===== config.mk =====
export PLATFORM = sky130hd
export DESIGN_NAME = ramped_servo_pulse_controller_flat
export DESIGN_NICKNAME = d
export VERILOG_FILES = /design/src/hdl/rspc_pkg.sv /design/src/hdl/rspc_stream_if.sv /design/src/hdl/ramped_servo_pulse_controller.sv /design/src/hdl/rspc_ramp.sv /design/src/flat_wrapper.sv
export SDC_FILE = /design/constraint.sdc
export NUM_CORES = 2
export LEC_CHECK = 0
export BUFFER_PORTS_ARGS = -buffer_cell sky130_fd_sc_hd__buf_2
export CAP_MARGIN = 20
export CORE_UTILIZATION = 43
export DETAILED_ROUTE_END_ITERATION = 6
export PLACE_DENSITY = 0.66
export REMOVE_ABC_BUFFERS = 1
export SETUP_SLACK_MARGIN = 0.02
export SLEW_MARGIN = 20
export SYNTH_ARGS = -nofsm -noshare
export SYNTH_HDL_FRONTEND = slang
export SYNTH_HIERARCHICAL = 1
export SYNTH_SLANG_ARGS = --single-unit
export TNS_END_PERCENT = 5

===== constraint.sdc =====
create_clock -name clk -period 6.4 [get_ports clk]
set_input_delay 0.96 -clock clk [delete_from_list [all_inputs] [get_ports clk]]
set_output_delay 0.96 -clock clk [all_outputs]
set_load 0.01 [all_outputs]

===== src/hdl/rspc_pkg.sv =====
`default_nettype none
// ----------------------------------------------------------------------------
// rspc_pkg
// Shared types, register codes and reset values of the ramped servo pulse
// controller.
// ----------------------------------------------------------------------------
package rspc_pkg;

    localparam int NUM_SLOTS   = 4;
    localparam int SLOT_W      = 2;
    localparam int POS_W       = 16;
    localparam int REST_W      = 8;
    localparam int CFG_IDX_W   = 3;
    localparam int CFG_DATA_W  = 16;
    localparam int DEF_CHANNELS = 4;

    typedef logic [POS_W-1:0]  pos_t;
    typedef logic [REST_W-1:0] rest_t;
    typedef logic [SLOT_W-1:0] slot_t;

    typedef enum logic [1:0] {
        CMD_MOVE   = 2'd0,
        CMD_ENABLE = 2'd1,
        CMD_PLACE  = 2'd2,
        CMD_TICK   = 2'd3
    } cmd_t;

    typedef enum logic [CFG_IDX_W-1:0] {
        REG_SLOT_LEN  = 3'd0,
        REG_STEP_CH0  = 3'd1,
        REG_STEP_CH1  = 3'd2,
        REG_STEP_CH2  = 3'd3,
        REG_STEP_CH3  = 3'd4,
        REG_ES_MASK   = 3'd5,
        REG_ES_FRAMES = 3'd6,
        REG_DIRECT    = 3'd7
    } cfg_idx_t;

    localparam pos_t  SLOT_LEN_RST  = 16'd5000;
    localparam pos_t  STEP_RST      = 16'd1;
    localparam rest_t ES_FRAMES_RST = 8'd50;

    // Per-channel ramp controls and status
    typedef struct packed {
        logic  enabled;
        logic  es_on;
        rest_t es_frames;
    } ramp_ctl_t;

    typedef struct packed {
        logic  stop_set;
        logic  disable_ch;
        rest_t rest_next;
    } ramp_stat_t;

endpackage : rspc_pkg
`default_nettype wire


===== src/hdl/rspc_stream_if.sv =====
`default_nettype none
// ----------------------------------------------------------------------------
// rspc stream interfaces
// Valid/ready channels for command beats and result beats.
// ----------------------------------------------------------------------------
interface rspc_cmd_if;
    logic                  valid;
    logic                  ready;
    logic [1:0]            cmd;
    logic [1:0]            channel;
    logic [15:0]           value;

    modport source (output valid, cmd, channel, value, input ready);
    modport sink   (input valid, cmd, channel, value, output ready);
endinterface : rspc_cmd_if

interface rspc_res_if;
    logic                  valid;
    logic                  ready;
    logic [3:0]            pulse_lines;
    logic [3:0]            enabled_mask;
    logic [3:0]            stopped_mask;
    logic [15:0]           position;

    modport source (output valid, pulse_lines, enabled_mask, stopped_mask, position,
                    input ready);
    modport sink   (input valid, pulse_lines, enabled_mask, stopped_mask, position,
                    output ready);
endinterface : rspc_res_if
`default_nettype wire


===== src/hdl/ramped_servo_pulse_controller.sv =====
`default_nettype none
// ----------------------------------------------------------------------------
// ramped_servo_pulse_controller
// Four-slot servo pulse generator with per-channel position ramps, advanced
// by microsecond tick beats and steered by move, enable and place commands.
// ----------------------------------------------------------------------------
//
//  channel   role     payload
//  -------   ------   ------------------------------------------------------
//  command   sink     cmd[1:0], channel[1:0], value[15:0]
//  result    source   pulse_lines[3:0], enabled_mask[3:0], stopped_mask[3:0],
//                     position[15:0]
//  cfg_*     write    cfg_we, cfg_index[2:0], cfg_data[15:0]
//
//  Every command beat yields one registered result beat; a beat can be
//  taken in every cycle. The single result register is refilled in the same
//  cycle it drains, so only a stalled result holds off the next command.
//  Reset (rst_n low, asynchronous) clears slot timing, positions, targets and
//  enables, marks all channels stopped and loads register defaults.
//
module ramped_servo_pulse_controller #(
    parameter int CHANNELS = rspc_pkg::DEF_CHANNELS
) (
    input  wire logic                            clk,
    input  wire logic                            rst_n,
    input  wire logic                            cfg_we,
    input  wire logic [rspc_pkg::CFG_IDX_W-1:0]  cfg_index,
    input  wire logic [rspc_pkg::CFG_DATA_W-1:0] cfg_data,
    rspc_cmd_if.sink                             command,
    rspc_res_if.source                           result
);
    import rspc_pkg::*;

    // Channels that exist; the others never change and read as zero
    localparam logic [NUM_SLOTS-1:0] PRESENT_MASK =
        NUM_SLOTS'((int'(1) << CHANNELS) - 1);

    // Configuration registers
    pos_t                 slot_len_reg;
    pos_t                 step_reg [NUM_SLOTS];
    logic [NUM_SLOTS-1:0] es_mask_reg;
    rest_t                es_frames_reg;
    logic                 direct_reg;

    // Slot timing and channel state
    slot_t                slot_index_reg, slot_index_next;
    pos_t                 slot_ticks_reg, slot_ticks_next;
    pos_t                 latched_width_reg, latched_width_next;
    logic                 latched_on_reg, latched_on_next;
    pos_t                 cur_reg  [NUM_SLOTS];
    pos_t                 cur_next [NUM_SLOTS];
    pos_t                 tgt_reg  [NUM_SLOTS];
    pos_t                 tgt_next [NUM_SLOTS];
    rest_t                rest_reg  [NUM_SLOTS];
    rest_t                rest_next [NUM_SLOTS];
    logic [NUM_SLOTS-1:0] en_reg, en_next;
    logic [NUM_SLOTS-1:0] stop_reg, stop_next;

    // Result register
    logic                 res_valid_reg;
    logic [NUM_SLOTS-1:0] res_lines_reg;
    logic [NUM_SLOTS-1:0] res_en_reg;
    logic [NUM_SLOTS-1:0] res_stop_reg;
    pos_t                 res_pos_reg;

    logic                 accept;
    cmd_t                 cmd;
    slot_t                ch;
    logic                 ch_present;
    logic                 slot_present;
    logic                 slot_start;
    logic                 ramp_now;
    logic [POS_W:0]       ticks_inc;
    logic [NUM_SLOTS-1:0] lines;
    pos_t                 pos_out;

    pos_t                 ramp_pos  [NUM_SLOTS];
    ramp_stat_t           ramp_stat [NUM_SLOTS];

    // ------------------------------------------------------------------
    // Handshake: take a command beat whenever the result slot is free or
    // drains in this cycle
    // ------------------------------------------------------------------
    assign command.ready = !res_valid_reg || result.ready;
    assign accept        = command.valid && command.ready;

    assign cmd          = cmd_t'(command.cmd);
    assign ch           = command.channel;
    assign ch_present   = int'(ch) < CHANNELS;
    assign slot_present = int'(slot_index_reg) < CHANNELS;
    assign slot_start   = (slot_ticks_reg == '0);
    // ramp every present channel once per frame, as slot 3 opens
    assign ramp_now     = (cmd == CMD_TICK) && slot_start &&
                          (slot_index_reg == slot_t'(NUM_SLOTS - 1));
    assign ticks_inc    = {1'b0, slot_ticks_reg} + 1'b1;

    // ------------------------------------------------------------------
    // Per-channel ramp units
    // ------------------------------------------------------------------
    for (genvar c = 0; c < NUM_SLOTS; c++)
    begin : g_ramp
        ramp_ctl_t ctl;

        assign ctl.enabled   = en_reg[c] && PRESENT_MASK[c];
        assign ctl.es_on     = es_mask_reg[c];
        assign ctl.es_frames = es_frames_reg;

        rspc_ramp u_ramp (
            .pos      (cur_reg[c]),
            .tgt      (tgt_reg[c]),
            .step     (step_reg[c]),
            .rest     (rest_reg[c]),
            .ctl      (ctl),
            .pos_next (ramp_pos[c]),
            .stat     (ramp_stat[c])
        );
    end

    // ------------------------------------------------------------------
    // Slot timing: latch width and pulse gate at slot start, cut the pulse
    // at the slot end. A zero slot length acts as one tick.
    // ------------------------------------------------------------------
    always_comb
    begin
        slot_index_next    = slot_index_reg;
        slot_ticks_next    = slot_ticks_reg;
        latched_width_next = latched_width_reg;
        latched_on_next    = latched_on_reg;
        lines              = '0;
        if (cmd == CMD_TICK)
        begin
            if (slot_start)
            begin
                // latch before the frame ramp moves the position
                latched_width_next = slot_present ? cur_reg[slot_index_reg] : '0;
                latched_on_next    = slot_present &&
                                     (en_reg[slot_index_reg] || direct_reg);
            end
            if (latched_on_next && slot_ticks_reg < latched_width_next)
                lines = NUM_SLOTS'(1) << slot_index_reg;
            if (ticks_inc >= {1'b0, slot_len_reg})
            begin
                slot_ticks_next = '0;
                slot_index_next = slot_index_reg + 1'b1;
            end
            else
            begin
                slot_ticks_next = ticks_inc[POS_W-1:0];
            end
        end
    end

    // ------------------------------------------------------------------
    // Channel state: frame ramp on tick, otherwise apply the command to the
    // addressed channel
    // ------------------------------------------------------------------
    always_comb
    begin
        for (int c = 0; c < NUM_SLOTS; c++)
        begin
            cur_next[c]  = cur_reg[c];
            tgt_next[c]  = tgt_reg[c];
            rest_next[c] = rest_reg[c];
            en_next[c]   = en_reg[c];
            stop_next[c] = stop_reg[c];
            if (cmd == CMD_TICK)
            begin
                if (ramp_now && PRESENT_MASK[c])
                begin
                    cur_next[c]  = ramp_pos[c];
                    rest_next[c] = ramp_stat[c].rest_next;
                    if (ramp_stat[c].stop_set)
                        stop_next[c] = 1'b1;
                    if (ramp_stat[c].disable_ch)
                        en_next[c] = 1'b0;
                end
            end
            else if (ch_present && ch == slot_t'(c))
            begin
                case (cmd)
                    CMD_MOVE:
                    begin
                        if (direct_reg)
                        begin
                            cur_next[c] = command.value;
                            tgt_next[c] = command.value;
                        end
                        else
                        begin
                            tgt_next[c]  = command.value;
                            rest_next[c] = '0;
                            en_next[c]   = 1'b1;
                            stop_next[c] = 1'b0;
                        end
                    end
                    CMD_ENABLE:
                    begin
                        rest_next[c] = '0;
                        en_next[c]   = command.value[0];
                    end
                    CMD_PLACE:
                    begin
                        cur_next[c]  = command.value;
                        tgt_next[c]  = command.value;
                        rest_next[c] = '0;
                        en_next[c]   = 1'b0;
                        stop_next[c] = 1'b1;
                    end
                    default:
                    begin
                        cur_next[c] = cur_reg[c];
                    end
                endcase
            end
        end
    end

    assign pos_out = ch_present ? cur_next[ch] : '0;

    // ------------------------------------------------------------------
    // State registers: advance only on an accepted beat
    // ------------------------------------------------------------------
    always_ff @(posedge clk or negedge rst_n)
    begin
        if (!rst_n)
        begin
            slot_index_reg    <= '0;
            slot_ticks_reg    <= '0;
            latched_width_reg <= '0;
            latched_on_reg    <= 1'b0;
            en_reg            <= '0;
            stop_reg          <= '1;
            for (int c = 0; c < NUM_SLOTS; c++)
            begin
                cur_reg[c]  <= '0;
                tgt_reg[c]  <= '0;
                rest_reg[c] <= '0;
            end
        end
        else if (accept)
        begin
            slot_index_reg    <= slot_index_next;
            slot_ticks_reg    <= slot_ticks_next;
            latched_width_reg <= latched_width_next;
            latched_on_reg    <= latched_on_next;
            en_reg            <= en_next;
            stop_reg          <= stop_next;
            for (int c = 0; c < NUM_SLOTS; c++)
            begin
                cur_reg[c]  <= cur_next[c];
                tgt_reg[c]  <= tgt_next[c];
                rest_reg[c] <= rest_next[c];
            end
        end
    end

    // ------------------------------------------------------------------
    // Result register: load on accept, drop valid once taken
    // ------------------------------------------------------------------
    always_ff @(posedge clk or negedge rst_n)
    begin
        if (!rst_n)
        begin
            res_valid_reg <= 1'b0;
        end
        else if (accept)
        begin
            res_valid_reg <= 1'b1;
        end
        else if (result.ready)
        begin
            res_valid_reg <= 1'b0;
        end
    end

    always_ff @(posedge clk)
    begin
        if (accept)
        begin
            res_lines_reg <= lines;
            res_en_reg    <= en_next & PRESENT_MASK;
            res_stop_reg  <= stop_next & PRESENT_MASK;
            res_pos_reg   <= pos_out;
        end
    end

    assign result.valid        = res_valid_reg;
    assign result.pulse_lines  = res_lines_reg;
    assign result.enabled_mask = res_en_reg;
    assign result.stopped_mask = res_stop_reg;
    assign result.position     = res_pos_reg;

    // ------------------------------------------------------------------
    // Configuration writes; unknown indexes fall through
    // ------------------------------------------------------------------
    always_ff @(posedge clk or negedge rst_n)
    begin
        if (!rst_n)
        begin
            slot_len_reg  <= SLOT_LEN_RST;
            es_mask_reg   <= '0;
            es_frames_reg <= ES_FRAMES_RST;
            direct_reg    <= 1'b0;
            for (int c = 0; c < NUM_SLOTS; c++)
                step_reg[c] <= STEP_RST;
        end
        else if (cfg_we)
        begin
            case (cfg_idx_t'(cfg_index))
                REG_SLOT_LEN:  slot_len_reg  <= cfg_data;
                REG_STEP_CH0:  step_reg[0]   <= cfg_data;
                REG_STEP_CH1:  step_reg[1]   <= cfg_data;
                REG_STEP_CH2:  step_reg[2]   <= cfg_data;
                REG_STEP_CH3:  step_reg[3]   <= cfg_data;
                REG_ES_MASK:   es_mask_reg   <= cfg_data[NUM_SLOTS-1:0];
                REG_ES_FRAMES: es_frames_reg <= cfg_data[REST_W-1:0];
                REG_DIRECT:    direct_reg    <= cfg_data[0];
                default:       direct_reg    <= direct_reg;
            endcase
        end
    end

endmodule : ramped_servo_pulse_controller
`default_nettype wire


===== src/hdl/rspc_ramp.sv =====
`default_nettype none
// ----------------------------------------------------------------------------
// rspc_ramp
// One channel's frame ramp: step the position toward the target, clamp, and
// count rest frames for energy save.
// ----------------------------------------------------------------------------
module rspc_ramp (
    input  rspc_pkg::pos_t      pos,
    input  rspc_pkg::pos_t      tgt,
    input  rspc_pkg::pos_t      step,
    input  rspc_pkg::rest_t     rest,
    input  rspc_pkg::ramp_ctl_t ctl,
    output rspc_pkg::pos_t      pos_next,
    output rspc_pkg::ramp_stat_t stat
);
    import rspc_pkg::*;

    logic [POS_W:0] sum;
    pos_t           diff;

    assign sum  = {1'b0, pos} + {1'b0, step};
    assign diff = pos - step;

    always_comb
    begin
        pos_next        = pos;
        stat.stop_set   = 1'b0;
        stat.disable_ch = 1'b0;
        stat.rest_next  = rest;
        if (ctl.enabled)
        begin
            if (pos < tgt)
            begin
                // clamp at target, overflow included
                pos_next = (sum > {1'b0, tgt}) ? tgt : sum[POS_W-1:0];
            end
            else if (pos > tgt)
            begin
                pos_next = (step >= pos || diff < tgt) ? tgt : diff;
            end
            else
            begin
                stat.stop_set = 1'b1;
                if (ctl.es_on)
                begin
                    stat.rest_next  = rest + 1'b1;
                    stat.disable_ch = (stat.rest_next == ctl.es_frames);
                end
            end
        end
    end

endmodule : rspc_ramp
`default_nettype wire


===== src/flat_wrapper.sv =====
// flat-port wrapper written by rule: the top's interface ports become plain ports
module ramped_servo_pulse_controller_flat import rspc_pkg::*;
#(
    parameter int CHANNELS = rspc_pkg::DEF_CHANNELS
)
  (clk, rst_n, cfg_we, cfg_index, cfg_data, command_valid, command_cmd, command_channel, command_value, command_ready, result_valid, result_pulse_lines, result_enabled_mask, result_stopped_mask, result_position, result_ready);
  rspc_cmd_if command_i ();
  rspc_res_if result_i ();
  input  wire logic clk;
  input  wire logic rst_n;
  input  wire logic cfg_we;
  input  wire logic [rspc_pkg::CFG_IDX_W-1:0] cfg_index;
  input  wire logic [rspc_pkg::CFG_DATA_W-1:0] cfg_data;
  input wire logic [$bits(command_i.valid)-1:0] command_valid;
  input wire logic [$bits(command_i.cmd)-1:0] command_cmd;
  input wire logic [$bits(command_i.channel)-1:0] command_channel;
  input wire logic [$bits(command_i.value)-1:0] command_value;
  output wire logic [$bits(command_i.ready)-1:0] command_ready;
  output wire logic [$bits(result_i.valid)-1:0] result_valid;
  output wire logic [$bits(result_i.pulse_lines)-1:0] result_pulse_lines;
  output wire logic [$bits(result_i.enabled_mask)-1:0] result_enabled_mask;
  output wire logic [$bits(result_i.stopped_mask)-1:0] result_stopped_mask;
  output wire logic [$bits(result_i.position)-1:0] result_position;
  input wire logic [$bits(result_i.ready)-1:0] result_ready;
  assign command_i.valid = command_valid;
  assign command_i.cmd = command_cmd;
  assign command_i.channel = command_channel;
  assign command_i.value = command_value;
  assign command_ready = command_i.ready;
  assign result_valid = result_i.valid;
  assign result_pulse_lines = result_i.pulse_lines;
  assign result_enabled_mask = result_i.enabled_mask;
  assign result_stopped_mask = result_i.stopped_mask;
  assign result_position = result_i.position;
  assign result_i.ready = result_ready;
  ramped_servo_pulse_controller #(.CHANNELS(CHANNELS)) u_core (.clk(clk), .rst_n(rst_n), .cfg_we(cfg_we), .cfg_index(cfg_index), .cfg_data(cfg_data), .command(command_i), .result(result_i));
endmodule

==> reports/results.ini <==
[floorplanning]
dieArea_um2 = 72410
die_h_um = 269.1
core_um2 = 70270
die_w_um = 269.1
num_io_pins = 74
floorplan.rows = 97
initial_core_util = 0.4365

[synth]
async_flop_share = 0.9138
yosysSeqAreaShare = 0.2703
synth_edf_count = 28
syn-cell-area_um2 = 30680
synth_flop_cell = dfrtp_1
synthTopCellsByCount = 354 x ha_1, 281 x dfrtp_1, 261 x nand2_1
synth_top_area_cell = dfrtp_1
synth.distinct_cells = 122
synth_seq_cells = 325
synthCells = 3446
yosys-top-cells-area = dfrtp_1 23%, ha_1 14%, mux2_2 5.7%, xnor2_1 4.0%, a21oi_1 3.7%
synth_top_area_frac = 0.2292
syn_area_per_cell_um2 = 8.902
yosys_warnings = 6
synth.most_common_cell = ha_1

[critical_path]
endpoint = u_core/result.position[9]
end_kind = flip-flop
crit_path_start = u_core/cur_reg[0]
r2r_end = u_core/result.position[9]
crit_type = reg2reg
r2r-start = u_core/cur_reg[0]
r2r_slack_ns = 0.43
rr_worst_depth = 23
arrival_ns = 6.31
critPathLaunchType = flip-flop
path_max_fanout = 24
cp.required_ns = 6.73

[drt]
avgRoutedWirePerCell_um = 25.27
viasPerCell = 6.345
vias = 28200
drcViolationCount = 10
routed_wl_um = 112300
met2_length_um = 46820
routed.top_layer = met4
drt_iter0_markers = 3091
postRouteAntennaNets = 0
wl_met1_um = 46950
drt-pass1-iter-count = 7
wl_met3_um = 11340

[clocking]
post_cts_buffers = 0
numCtsBuffers = 41
cts_hold_buffers = 0
numClockSinks = 325
htreeDepth = 2
clock_path_buffers = 3
cts_root_buf = clkbuf_16
cts.clk_slew.worst_paths_ns = 0.06
clock_latency_ns = 0.61
ctsResizeCount = 0
cts_tree = built

[timing]
rsz0062_at_grt = no
tightest_slew_ns = 1.049
fmax_ghz = 0.1674
fin_crit_sh = 0.9334
layout_min_cycle_time_ns = 5.974
final.setup.tns_ns = 0
slew_headroom = 0.2991
skew_ns = 0.04490
report.final.setup_viol = 0
hold_viol_final = 0
drv_slew = 0

[global_route]
grt_pass1_wl_um = 167000
gr-total-overflow = 0
antenna_found_initial = 10
grt_pass1_vias = 26230
grt_max_degree = 130
track_usage = 0.3075

[finish]
fin_nets = 3872
final_layout_size_suffix_gt1_frac = 0.1458
fillerInstances = 6752
syn_to_final_growth_pct = 8.920
final_cell_area_um2 = 33410

[power]
seq_power_share = 0.193
p_per_area_nw_per_um2 = 480.8
clkPwrFrac = 0.146
swShare = 0.4933
p_sw_mw = 7.925
p_leak_nw = 14.83
p_int_mw = 8.140
combPwrFrac = 0.661
ir_worst_vdd_uv = 288.0

[run]
cap_viol_max_count = 0

[placed_design]
io_buffers = 73
gp_congestion = 1.027
dpl_cell_area_um2 = 32050
hpwl_um = 84910

[run_status]
status = finished with violations
violations = DRC

[min_path]
hp-class = in2async

final cells by class:
cell class              instances  area [um2]  area share
well taps                     940        1176     0.03520
inverters                     242       910.9     0.02726
multi-input cells            2702       20670      0.6188
flip-flops and latches        325        8293      0.2482
clock buffers                  62        1176     0.03520
diodes                          6       15.01   0.0004494
repair buffers                154        1008     0.03018
clock inverters                14       157.7    0.004718
cells in the final DEF (no fill, tap or decap), types with 23 or more instances in the layout:
master       n
o21ai_0    190
buf_4       79
mux2i_1     72
and3_1      36
buf_2       72
a22o_1      35
nor3_1      60
nand4_1     60
nand2_1    260
edfxtp_1    28
ha_1       354
nand3_1     79
dfrtp_1    281
a31oi_1     33
o22ai_1     49
xor2_1      47
a21oi_1    224
inv_1      231
o221ai_1    34
clkbuf_16   42
xnor2_1    139
a21o_1      52
a211oi_1    23
o31ai_1     25
nor2_1     218
mux2_2     155
nor2b_1     27
nand2b_1    40
critical path, stage by stage (launching register included):
cell and delay (ns):
dfrtp_1 0.47, inv_1 0.17, ha_1 0.19, inv_1 0.06, fa_1 0.40, a21oi_1 0.20, o21ai_0 0.15, a21boi_0 0.36
nor2_1 0.11, a311oi_1 0.43, xnor2_1 0.24, ha_1 0.34, nand3_1 0.10, o211ai_1 0.09, o41ai_1 0.40, a2bb2oi_2 0.22
o2bb2ai_4 0.34, mux2_2 0.40, o22ai_1 0.11, a21oi_1 0.08, o32ai_1 0.41, a311o_1 0.19, o31a_1 0.15, o221ai_1 0.10
power by group through the flow:
stage	clock network [mW]	logic [mW]	registers, mW
after floorplan	0	7.26	2.95
after global placement	0	10.2	3.10
after detailed placement	0	10.2	3.12
after CTS	2.40	10.3	3.09
after global routing	2.46	11.5	3.14
final	2.35	10.6	3.10
worst min-delay path by stage:
stage | depth (start not counted) | from | slack [ns] | end
after floorplan | 2 | u_core/latched_width_reg[10] | 0.45 | u_core/latched_width_reg[10]
after global placement | 2 | u_core/latched_width_reg[3] | 0.46 | u_core/latched_width_reg[3]
after detailed placement | 2 | u_core/latched_width_reg[2] | 0.47 | u_core/latched_width_reg[2]
after CTS | 1 | rst_n | 0.44 | u_core/step_reg[58]
after global routing | 1 | rst_n | 0.48 | u_core/step_reg[54]
final | 1 | rst_n | 0.40 | u_core/step_reg[53]
routing by layer:
metal,vias to the layer above,global-route usage
li1,12810,-
met2,1532,0.4475
met3,319,0.07321
met1,13540,0.4121
met5,-,0
met4,0,0.1835
logic make-up after synthesis:
| logic type | share of synthesized area |
|---|---|
| fa+ha+maj | 0.1496 |
| simple gates | 0.1478 |
| buf+inv | 0.05780 |
| xor+xnor | 0.05311 |
| flops | 0.2703 |
| compound gates | 0.2257 |
| mux | 0.09569 |
per-stage QoR:
stage	setup WS [ns]	utilization	hold WS [ns]	total power [mW]	instances
after global routing	0.1492	0.4753	0.4793	17.07	4439
after global placement	0.4999	0.4560	0.4611	13.30	4363
after floorplan	0.2295	-	0.4496	10.21	3269
after CTS	0.4054	0.4750	0.4441	15.79	4439
final	0.4260	0.4755	0.4024	16.06	4445
after detailed placement	0.4134	0.4560	0.4708	13.35	4363
Power figures use the tool's default switching activity.
